===== src/rtl/aob_pkg.sv =====
// ----------------------------------------------------------------------------
// aob_pkg
// Shared widths and constants for the alpha-over blend pipeline.
// ----------------------------------------------------------------------------
`default_nettype none

package aob_pkg;

    // One ARGB8888 channel
    localparam int CH_W        = 8;
    // Colour channels per pixel (blue, green, red)
    localparam int NUM_CH      = 3;
    // 8x8 product and coverage term N (max 65025)
    localparam int PROD_W      = 16;
    // Weighted colour sum plus rounding term, always below 256 * N
    localparam int NUM_W       = 24;
    // Divider layout: quotient bits resolved per stage, and stage count
    localparam int DIV_STEPS   = 2;
    localparam int DIV_STAGES  = CH_W / DIV_STEPS;

    localparam logic [CH_W-1:0]   ALPHA_MAX = 8'hFF;
    // 255 * 255
    localparam logic [PROD_W-1:0] COVER_MAX = 16'd65025;
    // Bias that turns floor(x / 255) into a ceiling
    localparam logic [PROD_W:0]   CEIL_BIAS = 17'd254;

endpackage

`default_nettype wire


===== src/rtl/aob_divider.sv =====
// ----------------------------------------------------------------------------
// aob_divider
// Pipelined restoring divider for one colour channel. The dividend is known
// to be below 256 * divisor, so only the low eight quotient bits exist; the
// high dividend bits seed the remainder and each stage resolves two bits.
// ----------------------------------------------------------------------------
`default_nettype none

module aob_divider
    import aob_pkg::*;
(
    input  wire logic              clk,
    input  wire logic [NUM_W-1:0]  dividend,
    input  wire logic [PROD_W-1:0] divisor,
    output logic      [CH_W-1:0]   quotient
);

    // Partial remainder, divisor and pending dividend bits between stages
    logic [PROD_W-1:0] rem_reg [DIV_STAGES-1];
    logic [PROD_W-1:0] den_reg [DIV_STAGES-1];
    logic [CH_W-1:0]   lo_reg  [DIV_STAGES-1];
    logic [CH_W-1:0]   quo_reg [DIV_STAGES];

    genvar s;
    generate
        for (s = 0; s < DIV_STAGES; s++) begin : g_stage
            logic [PROD_W-1:0] rem_in;
            logic [PROD_W-1:0] den_in;
            logic [CH_W-1:0]   lo_in;
            logic [CH_W-1:0]   quo_in;
            logic [PROD_W-1:0] rem_next;
            logic [CH_W-1:0]   lo_next;
            logic [CH_W-1:0]   quo_next;

            // Stage inputs: ports for the first stage, else previous stage
            if (s == 0) begin : g_first
                assign rem_in = dividend[NUM_W-1:CH_W];
                assign den_in = divisor;
                assign lo_in  = dividend[CH_W-1:0];
                assign quo_in = '0;
            end
            else begin : g_next
                assign rem_in = rem_reg[s-1];
                assign den_in = den_reg[s-1];
                assign lo_in  = lo_reg[s-1];
                assign quo_in = quo_reg[s-1];
            end

            // Two shift / compare / subtract steps
            always_comb
            begin
                logic [PROD_W:0] trial;
                rem_next = rem_in;
                lo_next  = lo_in;
                quo_next = quo_in;
                for (int k = 0; k < DIV_STEPS; k++)
                begin
                    trial   = {rem_next, lo_next[CH_W-1]};
                    lo_next = {lo_next[CH_W-2:0], 1'b0};
                    if (trial >= {1'b0, den_in})
                    begin
                        trial    = trial - {1'b0, den_in};
                        quo_next = {quo_next[CH_W-2:0], 1'b1};
                    end
                    else
                    begin
                        quo_next = {quo_next[CH_W-2:0], 1'b0};
                    end
                    rem_next = trial[PROD_W-1:0];
                end
            end

            // Stage registers; the last stage keeps only the quotient
            always_ff @(posedge clk)
            begin
                quo_reg[s] <= quo_next;
            end

            if (s < DIV_STAGES - 1) begin : g_carry
                always_ff @(posedge clk)
                begin
                    rem_reg[s] <= rem_next;
                    den_reg[s] <= den_in;
                    lo_reg[s]  <= lo_next;
                end
            end
        end
    endgenerate

    assign quotient = quo_reg[DIV_STAGES-1];

endmodule

`default_nettype wire


===== src/rtl/alpha_over_blend.sv =====
// ----------------------------------------------------------------------------
// alpha_over_blend
// Porter-Duff "over" of a foreground on a background ARGB8888 pixel, both
// with straight alpha, in exact integer arithmetic with ceiling rounding.
//
//   channel  | direction | signals
//   ---------+-----------+----------------------------------------------
//   command  | in        | start, busy, background_pixel, foreground_pixel
//   result   | out       | done, blended_pixel
//
// One pixel pair is taken every clock; busy is always low.
// Two arithmetic stages (products, then weighted sum and alpha) are
// followed by four divider stages, two quotient bits each.
// The result is valid for the single cycle that done is high.
// Reset (rst_n low, asynchronous) clears the valid bits and drops any
// pixels in flight; the result side cannot stall.
// ----------------------------------------------------------------------------
`default_nettype none

module alpha_over_blend
    import aob_pkg::*;
(
    input  wire logic        clk,
    input  wire logic        rst_n,
    input  wire logic        start,
    output logic             busy,
    input  wire logic [31:0] background_pixel,
    input  wire logic [31:0] foreground_pixel,
    output logic             done,
    output logic [31:0]      blended_pixel
);

    logic            accept;
    logic [CH_W-1:0] fa;
    logic [CH_W-1:0] ba;

    // Stage 1: products
    logic              v1_reg;
    logic [PROD_W-1:0] p_fc_reg [NUM_CH];
    logic [PROD_W-1:0] p_bc_reg [NUM_CH];
    logic [CH_W-1:0]   ia_reg;
    logic [PROD_W-1:0] n_reg;
    logic [PROD_W-1:0] n_next;

    // Stage 2: dividends, alpha
    logic              v2_reg;
    logic [NUM_W-1:0]  dvd_reg [NUM_CH];
    logic [NUM_W-1:0]  dvd_next [NUM_CH];
    logic [PROD_W-1:0] den_reg;
    logic [CH_W-1:0]   alpha2_reg;
    logic [CH_W-1:0]   alpha2_next;
    logic              zero2_reg;

    // Side band through the divider stages
    logic              v_pipe_reg     [DIV_STAGES];
    logic [CH_W-1:0]   alpha_pipe_reg [DIV_STAGES];
    logic              zero_pipe_reg  [DIV_STAGES];

    logic [CH_W-1:0]   quo [NUM_CH];

    assign busy   = 1'b0;
    assign accept = start && !busy;
    assign fa     = foreground_pixel[31:24];
    assign ba     = background_pixel[31:24];

    // Coverage term N = 65025 - (255 - fa)(255 - ba)
    assign n_next = COVER_MAX - (PROD_W'(ALPHA_MAX - fa) * PROD_W'(ALPHA_MAX - ba));

    // Stage 1 valid
    always_ff @(posedge clk or negedge rst_n)
    begin
        if (!rst_n)
            v1_reg <= 1'b0;
        else
            v1_reg <= accept;
    end

    // Stage 1 payload: per-channel alpha weighted products
    always_ff @(posedge clk)
    begin
        for (int c = 0; c < NUM_CH; c++)
        begin
            p_fc_reg[c] <= PROD_W'(foreground_pixel[c*CH_W +: CH_W]) * PROD_W'(fa);
            p_bc_reg[c] <= PROD_W'(background_pixel[c*CH_W +: CH_W]) * PROD_W'(ba);
        end
        ia_reg <= ALPHA_MAX - fa;
        n_reg  <= n_next;
    end

    // Stage 2 math: 255*fc*fa + bc*ba*(255-fa) + N - 1, and ceil(N / 255)
    always_comb
    begin
        logic [PROD_W:0] ax;
        logic [PROD_W:0] aq;
        for (int c = 0; c < NUM_CH; c++)
        begin
            dvd_next[c] = ({p_fc_reg[c], 8'b0} - NUM_W'(p_fc_reg[c]))
                        + (NUM_W'(p_bc_reg[c]) * NUM_W'(ia_reg))
                        + NUM_W'(n_reg) - NUM_W'(1);
        end
        ax          = {1'b0, n_reg} + CEIL_BIAS;
        aq          = ax + (ax >> 8) + (PROD_W+1)'(1);
        alpha2_next = aq[PROD_W-1:CH_W];
    end

    // Stage 2 valid
    always_ff @(posedge clk or negedge rst_n)
    begin
        if (!rst_n)
            v2_reg <= 1'b0;
        else
            v2_reg <= v1_reg;
    end

    // Stage 2 payload
    always_ff @(posedge clk)
    begin
        for (int c = 0; c < NUM_CH; c++)
            dvd_reg[c] <= dvd_next[c];
        den_reg    <= n_reg;
        alpha2_reg <= alpha2_next;
        zero2_reg  <= (n_reg == '0);
    end

    // Colour dividers, one per channel
    genvar ch;
    generate
        for (ch = 0; ch < NUM_CH; ch++) begin : g_div
            aob_divider u_div (
                .clk      (clk),
                .dividend (dvd_reg[ch]),
                .divisor  (den_reg),
                .quotient (quo[ch])
            );
        end
    endgenerate

    // Valid bits alongside the divider
    always_ff @(posedge clk or negedge rst_n)
    begin
        if (!rst_n)
        begin
            for (int s = 0; s < DIV_STAGES; s++)
                v_pipe_reg[s] <= 1'b0;
        end
        else
        begin
            v_pipe_reg[0] <= v2_reg;
            for (int s = 1; s < DIV_STAGES; s++)
                v_pipe_reg[s] <= v_pipe_reg[s-1];
        end
    end

    // Alpha and empty-pixel flag alongside the divider
    always_ff @(posedge clk)
    begin
        alpha_pipe_reg[0] <= alpha2_reg;
        zero_pipe_reg[0]  <= zero2_reg;
        for (int s = 1; s < DIV_STAGES; s++)
        begin
            alpha_pipe_reg[s] <= alpha_pipe_reg[s-1];
            zero_pipe_reg[s]  <= zero_pipe_reg[s-1];
        end
    end

    // Result: fully transparent pair gives an all-zero pixel
    assign done          = v_pipe_reg[DIV_STAGES-1];
    assign blended_pixel = zero_pipe_reg[DIV_STAGES-1] ? 32'h0 :
                           {alpha_pipe_reg[DIV_STAGES-1], quo[2], quo[1], quo[0]};

`ifndef SYNTHESIS
    // Every result traces back to an earlier command transfer
    a_done_has_cmd: assert property (@(posedge clk) disable iff (!rst_n)
        done |-> $past(start, 6))
        else $error("result without a matching command transfer");

    // Opaque foreground always yields opaque result
    a_opaque_fg: assert property (@(posedge clk) disable iff (!rst_n)
        done && $past(foreground_pixel[31:24] == ALPHA_MAX, 6)
        |-> blended_pixel[31:24] == ALPHA_MAX)
        else $error("opaque foreground did not give opaque alpha");

    // Any coverage at all gives nonzero alpha
    a_alpha_nonzero: assert property (@(posedge clk) disable iff (!rst_n)
        done && !zero_pipe_reg[DIV_STAGES-1] |-> blended_pixel[31:24] != '0)
        else $error("covered pixel came out with zero alpha");

    // Empty-pixel flag only for a fully transparent pair
    a_zero_flag: assert property (@(posedge clk) disable iff (!rst_n)
        done && zero_pipe_reg[DIV_STAGES-1]
        |-> $past(foreground_pixel[31:24] == 8'h00, 6)
            && $past(background_pixel[31:24] == 8'h00, 6))
        else $error("empty-pixel flag set for a covered pair");
`endif

endmodule

`default_nettype wire

===== config.mk =====
export PLATFORM = sky130hd
export DESIGN_NAME = alpha_over_blend
export DESIGN_NICKNAME = d
export VERILOG_FILES = /design/src/rtl/aob_pkg.sv /design/src/rtl/aob_divider.sv /design/src/rtl/alpha_over_blend.sv
export SDC_FILE = /design/constraint.sdc
export NUM_CORES = 2
export LEC_CHECK = 0
export BUFFER_PORTS_ARGS = -buffer_cell sky130_fd_sc_hd__buf_2
export CAP_MARGIN = 0
export CORE_AREA = 4 4 240 418
export CTS_CLUSTER_DIAMETER = 150
export DETAILED_ROUTE_END_ITERATION = 10
export DIE_AREA = 0 0 244 422
export PLACE_DENSITY_LB_ADDON = 0.3
export SLEW_MARGIN = 20
export SYNTH_ARGS = -nofsm -noshare
export SYNTH_HDL_FRONTEND = slang
export SYNTH_SLANG_ARGS = --single-unit

===== constraint.sdc =====
create_clock -name clk -period 7.5 [get_ports clk]
set_input_delay 0.75 -clock clk [delete_from_list [all_inputs] [get_ports clk]]
set_output_delay 0.75 -clock clk [all_outputs]
set_load 0.02 [all_outputs]

# ---- After elaboration in Yosys (flattened, before gate mapping)
# Memory sizes are Yosys's and may differ from the RTL's.
# Cells that the tools add are included.
# W data, S select, Z words.
dict set report word_totals {
  out_inout_bits 34
  ramBits 642
  mem_count 17
  regBits 55
  input_bits 67
  word_cells 149
}
# memory depth width rd rd_ports_with_merged_regs write_ports line_no
set memory_table {}
lappend memory_table {dvd_reg 3 24 3 0 3 alpha_over_blend.sv:47} ;# logic [NUM_W-1:0] dvd_reg [NUM_CH];
lappend memory_table {{g_div[0].u_div.den_reg} 3 16 3 0 3 aob_divider.sv:20} ;# logic [PROD_W-1:0] den_reg [DIV_STAGES-1];
lappend memory_table {{g_div[0].u_div.rem_reg} 3 16 3 0 3 aob_divider.sv:19} ;# logic [PROD_W-1:0] rem_reg [DIV_STAGES-1];
lappend memory_table {{g_div[1].u_div.den_reg} 3 16 3 0 3 aob_divider.sv:20}
lappend memory_table {{g_div[1].u_div.rem_reg} 3 16 3 0 3 aob_divider.sv:19}
lappend memory_table {{g_div[2].u_div.den_reg} 3 16 3 0 3 aob_divider.sv:20}
lappend memory_table {{+11 memories} - - - - - -}
dict set report op_classes {
  n_reduce_logical 1
  muxes 46
  addsub 40
  n_lt_le_gt_ge 24
  multipliers 10
}
# cell n
set ops {}
lappend ops {{$ge A17 B16 Y1} 24}
lappend ops {{$mux W16} 21}
lappend ops {{$sub A16 B16 Y16} 21}
lappend ops {{$mul A8 B8 Y16} 6}
lappend ops {{$add A24 B16 Y24} 3}
lappend ops {{$add A24 B24 Y24} 3}
lappend ops {{$mul A16 B8 Y24} 3}
lappend ops {{$sub A24 B1 Y24 const B} 3}
lappend ops {{$sub A24 B16 Y24} 3}
lappend ops {{$mux W32} 1}
lappend ops {{$mux W1} 24}
lappend ops {{$sub A8 B8 Y9 const A} 2}
lappend ops {{$add A16 B8 Y17 const B} 1}
lappend ops {{$add A16 B1 Y16 const B} 1}
lappend ops {{$add A16 B9 Y16} 1}
lappend ops {{$logic_not A16 Y1} 1}
lappend ops {{$mul A9 B9 Y16} 1}
lappend ops {{$sub A16 B16 Y16 const A} 1}
lappend ops {{$sub A8 B8 Y8 const A} 1}

# ---- Longest topological paths before layout
# An unclocked memory read counts as a cell.
dict set report depth {
  ltp_word 5
  depth_mapped 22
}

# ---- Hierarchy
# From an unflattened synthesis, not the netlist that was laid out.
dict set report unflattened {
  cells_unflattened 7367
  hier_area_um2 65730.5
}
# module seq_area_each_um2 area_each_um2 n_inst cells_each
set modules_own_cells {}
lappend modules_own_cells {alpha_over_blend 5215.0 36864.1 1 4065}
lappend modules_own_cells {{aob_divider at g_div[0].u_div ...} 2562.5 9608.0 2 1103}
lappend modules_own_cells {{aob_divider at g_div[2].u_div} 2562.5 9650.5 1 1096}

# ---- Worst setup path before layout
# Ideal clock, no wire load.
dict set report synth_timing {
  path_kind {register -> register}
  startpoint {register ia_reg[6]}
  endpoint {memory dvd_reg[2][22], in the netlist dvd_reg[0][70]}
  stages_incl_launch_ff 21
  path_slack_ns 1.694
  arrival_ns 5.680
  period_less_slack_ns 5.806
  required_ns 7.373
  setup_ns 0.127
  path_cell_list {dfxtp_1 -> clkbuf_1 -> clkbuf_1 -> nand2_1 -> fa_1 -> fa_1 -> inv_1 -> fa_1 -> fa_1 -> inv_1 -> fa_1 -> inv_1 -> ha_1 -> o211ai_1 -> a21oi_1 -> a221oi_1 -> o211ai_1 -> or4b_2 -> a31oi_1 -> o21ai_0 -> xor2_1}
}
# element line_no
set synth_rtl {}
lappend synth_rtl {{start: declaration} alpha_over_blend.sv:41} ;# logic [CH_W-1:0] ia_reg;
lappend synth_rtl {{start signal: assignment} alpha_over_blend.sv:86} ;# ia_reg <= ALPHA_MAX - fa;
lappend synth_rtl {{end: declaration} alpha_over_blend.sv:47}

==> metrics.md <==
| Metric | Value |
|---|---|
| Outcome | complete, no violations |
| Post-layout util | about 69% |
| DIE AREA | a little over 0.1 mm^2 |
| WP buf/inv | 3 |
| Die extent in y | between 400 and 500 um |
| Critical path launch point type | flip-flop |
| Grt ovf | 0 |
| Starting density of the core | 64.8% |
| Synth async-reset ratio | under 10% |
| Crit share post-route | about 88% |
| Post-synthesis mux area share | 4.75% |
| Detailed placer's ending HPWL | 137000 um |
| H-Tree Depth | 2 |
| RSZ-0062 raised after global routing | false |
| Max Fanout on Critical Path | 24 |
| Syn_nets | roughly 8600 |
| Top_reg_cell synth | dfxtp_1 |
| Highest Clock Rate | 0.151 GHz |
| Least-Margin Pin Slew | roughly 1100 ps |
| Reg2reg start | ia_reg[5]$_DFF_P_ |
| Die Width | 244 um |
| Hold_sp | start |
| Syn Area/Cell | 8.93 um^2 |
| Most frequent cells in the layout | inv_1, ha_1, fa_1 |
| Clock sinks | ~550 |
| WL final | ~160000 um |
| Placed instance count | approximately 8300 |
| Slew HR | between 20% and 30% |
| Largest net degree at the start of global routing | roughly 50 |
| Hold WC Path Type | input port to flip-flop |
| CP arrival | 7140 ps |
| Clock Root Buffer | clkbuf_16 |
| Fin crit period | around 6600 ps |
| Most common cell after layout, fill and taps aside | inv_1 |
| Reg clk slew, reported paths | about 60 ps |
| Clock skew | 27.1 ps |
| Post-synthesis cell count | approximately 7000 |
| Nets | 8640 |
| Worst-path cell chain | nand2_1 -> fa_1 -> inv_1 -> fa_1 -> fa_1 -> fa_1 -> inv_1 -> fa_1 -> inv_1 -> ha_1 -> nor4_1 -> o21ai_0 -> a221oi_1 -> o211ai_1 -> or4b_2 -> a31oi_1 -> o21ai_0 -> xor2_1 |
| Min-Delay Endpoint | v1_reg$_DFF_PN0_ |
| Critical-path top delay cell | dfxtp_1 |
| Mapped cell area | between 0.06 and 0.07 mm^2 |
| Post-Synth Adder-Cell Area | 37.9% |
| Simple-gate portion of the synthesized area | between 10% and 20% |
| Worst Reg-to-Reg Cells | 18 |
| Antenna-violating nets left | 0 |
| Layout cells sized above 1 | under 10% |
| CTS buffer count | 52 |
| Post-CTS setup buffer count | 0 |
| Largest family of logic cells by synthesized area | adder cells |
| IO Count | between 100 and 150 |
| Largest register FFs | about 140 |
| Final setup TNS | 0 ps |
| Gr usage total | 32.1% |
| EDFF count, synth | 0 |
| Worst setup EP type | flip-flop |
| I/O Buffers | between 90 and 100 |
| Post-Synth XOR/XNOR Area | 5.60% |
| CP Data Required Time | 8020 ps |
| Most used cell, CP | fa_1 |
| Num rows | about 150 |
| First-pass GRT wire length | about 270000 um |
| Hold depth | 1 |
| Clock buffer depth | 3 |
| Worst-Skew Late Latency | approximately 660 ps |
| Via Count | 49115 |
| P&R area growth vs syn | 6.02% |
| Vias in the first global route | around 53000 |
| Compound-Gate Fraction of Synth Area | 11.2% |
| Gp weighted congestion | 1.00 |
| Post-synthesis sequential area ratio | between 15 and 20% |
| # setup viols final | 0 |
| Final count of pins violating max slew | 0 |
| Residual DRC count | 0 |
| TritonCTS clock tree | done |
| Max cap viols | 0 |
| Post-synth cell types | 90 |
| Delay-heaviest family, CP | adder cells |
| Final Instance Count excl. Fillers | about 8400 |
| Synth Register Bits | around 550 |
| Post-CTS sizing | 0 |
| Reg2reg end | dvd_reg[0][70]$_DFF_P_ |
| Setup Crit Path Kind | flip-flop to flip-flop |
| R2r setup slk | between 800 and 900 ps |
| Wire length per cell | between 15 and 20 um |
| FILL cells | 7884 |
| Hold Vio Cnt, Final | 0 |
| Hold WS | between 200 and 250 ps |
| Iter 0 DRT Violations | 2240 |
| Peak per-stage delay on the critical path | roughly 980 ps |
| 1st-pass router iterations | 6 |
| Initial antenna violation count | 7 |
| Avg Vias per Cell | ~5.8 |
| Core area | 0.0967 mm^2 |
| Synth warnings | 0 |
per-layer routing:
| layer | vias up | part of all wire [%] | GRT usage (%) |
|---|---|---|---|
| met5 | - | 0.017 | 0 |
| met4 | 4 | 12 | 30.8 |
| met3 | 771 | 3.9 | 3.57 |
| met2 | 1497 | 51 | 59.3 |
| met1 | 23588 | 33 | 30.2 |
| li1 | 23255 | - | - |
stage by stage:
step,area [um^2],setup slack (ps)
floorplan,62700,1690
detailed placement,64600,983
CTS,66400,954
global placement,64600,1160
finish,66500,876
global route,66400,677
cells by family after synthesis:
family | Yosys count
compound gates | 1064
xor+xnor | 401
fa+ha+maj | 1501
buf+inv | 1277
flops | 547
mux | 266
other cells | 1
simple gates | 1962
layout make-up:
type	instances	area (um^2)	area share, %
Multi-Input combinational cell	5195	46900	70.6
Timing Repair Buffer	152	906	1.36
Antenna cell	2	5.00	0.00753
Clock inverter	31	364	0.548
Sequential cell	547	11000	16.5
Tap cell	1300	1630	2.45
Inverter	1124	4220	6.35
Clock buffer	65	1450	2.18
what timing repair did:
item / in CTS / in global routing
setup endpoints to repair: 0 / 0
endpoints found under the hold margin: 6 / 0
hold buffers: 1 / 0
how the worst max path moves through the flow:
stage	start	end	slack [ps]	depth (start not counted)
global route	ia_reg[5]$_DFF_P_	dvd_reg[0][70]$_DFF_P_	680	18
detailed placement	ia_reg[5]$_DFF_P_	dvd_reg[0][70]$_DFF_P_	980	18
finish	ia_reg[5]$_DFF_P_	dvd_reg[0][70]$_DFF_P_	880	18
floorplan	ia_reg[6]$_DFF_P_	dvd_reg[0][70]$_DFF_P_	1690	20
global placement	ia_reg[5]$_DFF_P_	dvd_reg[0][70]$_DFF_P_	1160	18
CTS	ia_reg[5]$_DFF_P_	dvd_reg[0][70]$_DFF_P_	950	18
cell usage after synthesis (45+ instances only):
cell type	number	area, um^2
a21o_1	87	653
a21oi_1	309	1550
and2_1	347	2170
clkbuf_1	125	469
dfxtp_1	541	10800
fa_1	660	13200
ha_1	841	10500
inv_1	1122	4210
mux2_2	229	2580
nand2_1	651	2440
nand3_1	85	425
nand4_1	59	369
nor2_1	359	1350
nor2b_1	108	676
nor3_1	122	611
o21a_1	86	646
o21ai_0	189	946
or3_1	45	282
xnor2_1	299	2620
xor2_1	102	893
Power is not shown: default switching activity piles up to over one toggle a cycle in this logic, so the estimate is an artifact.
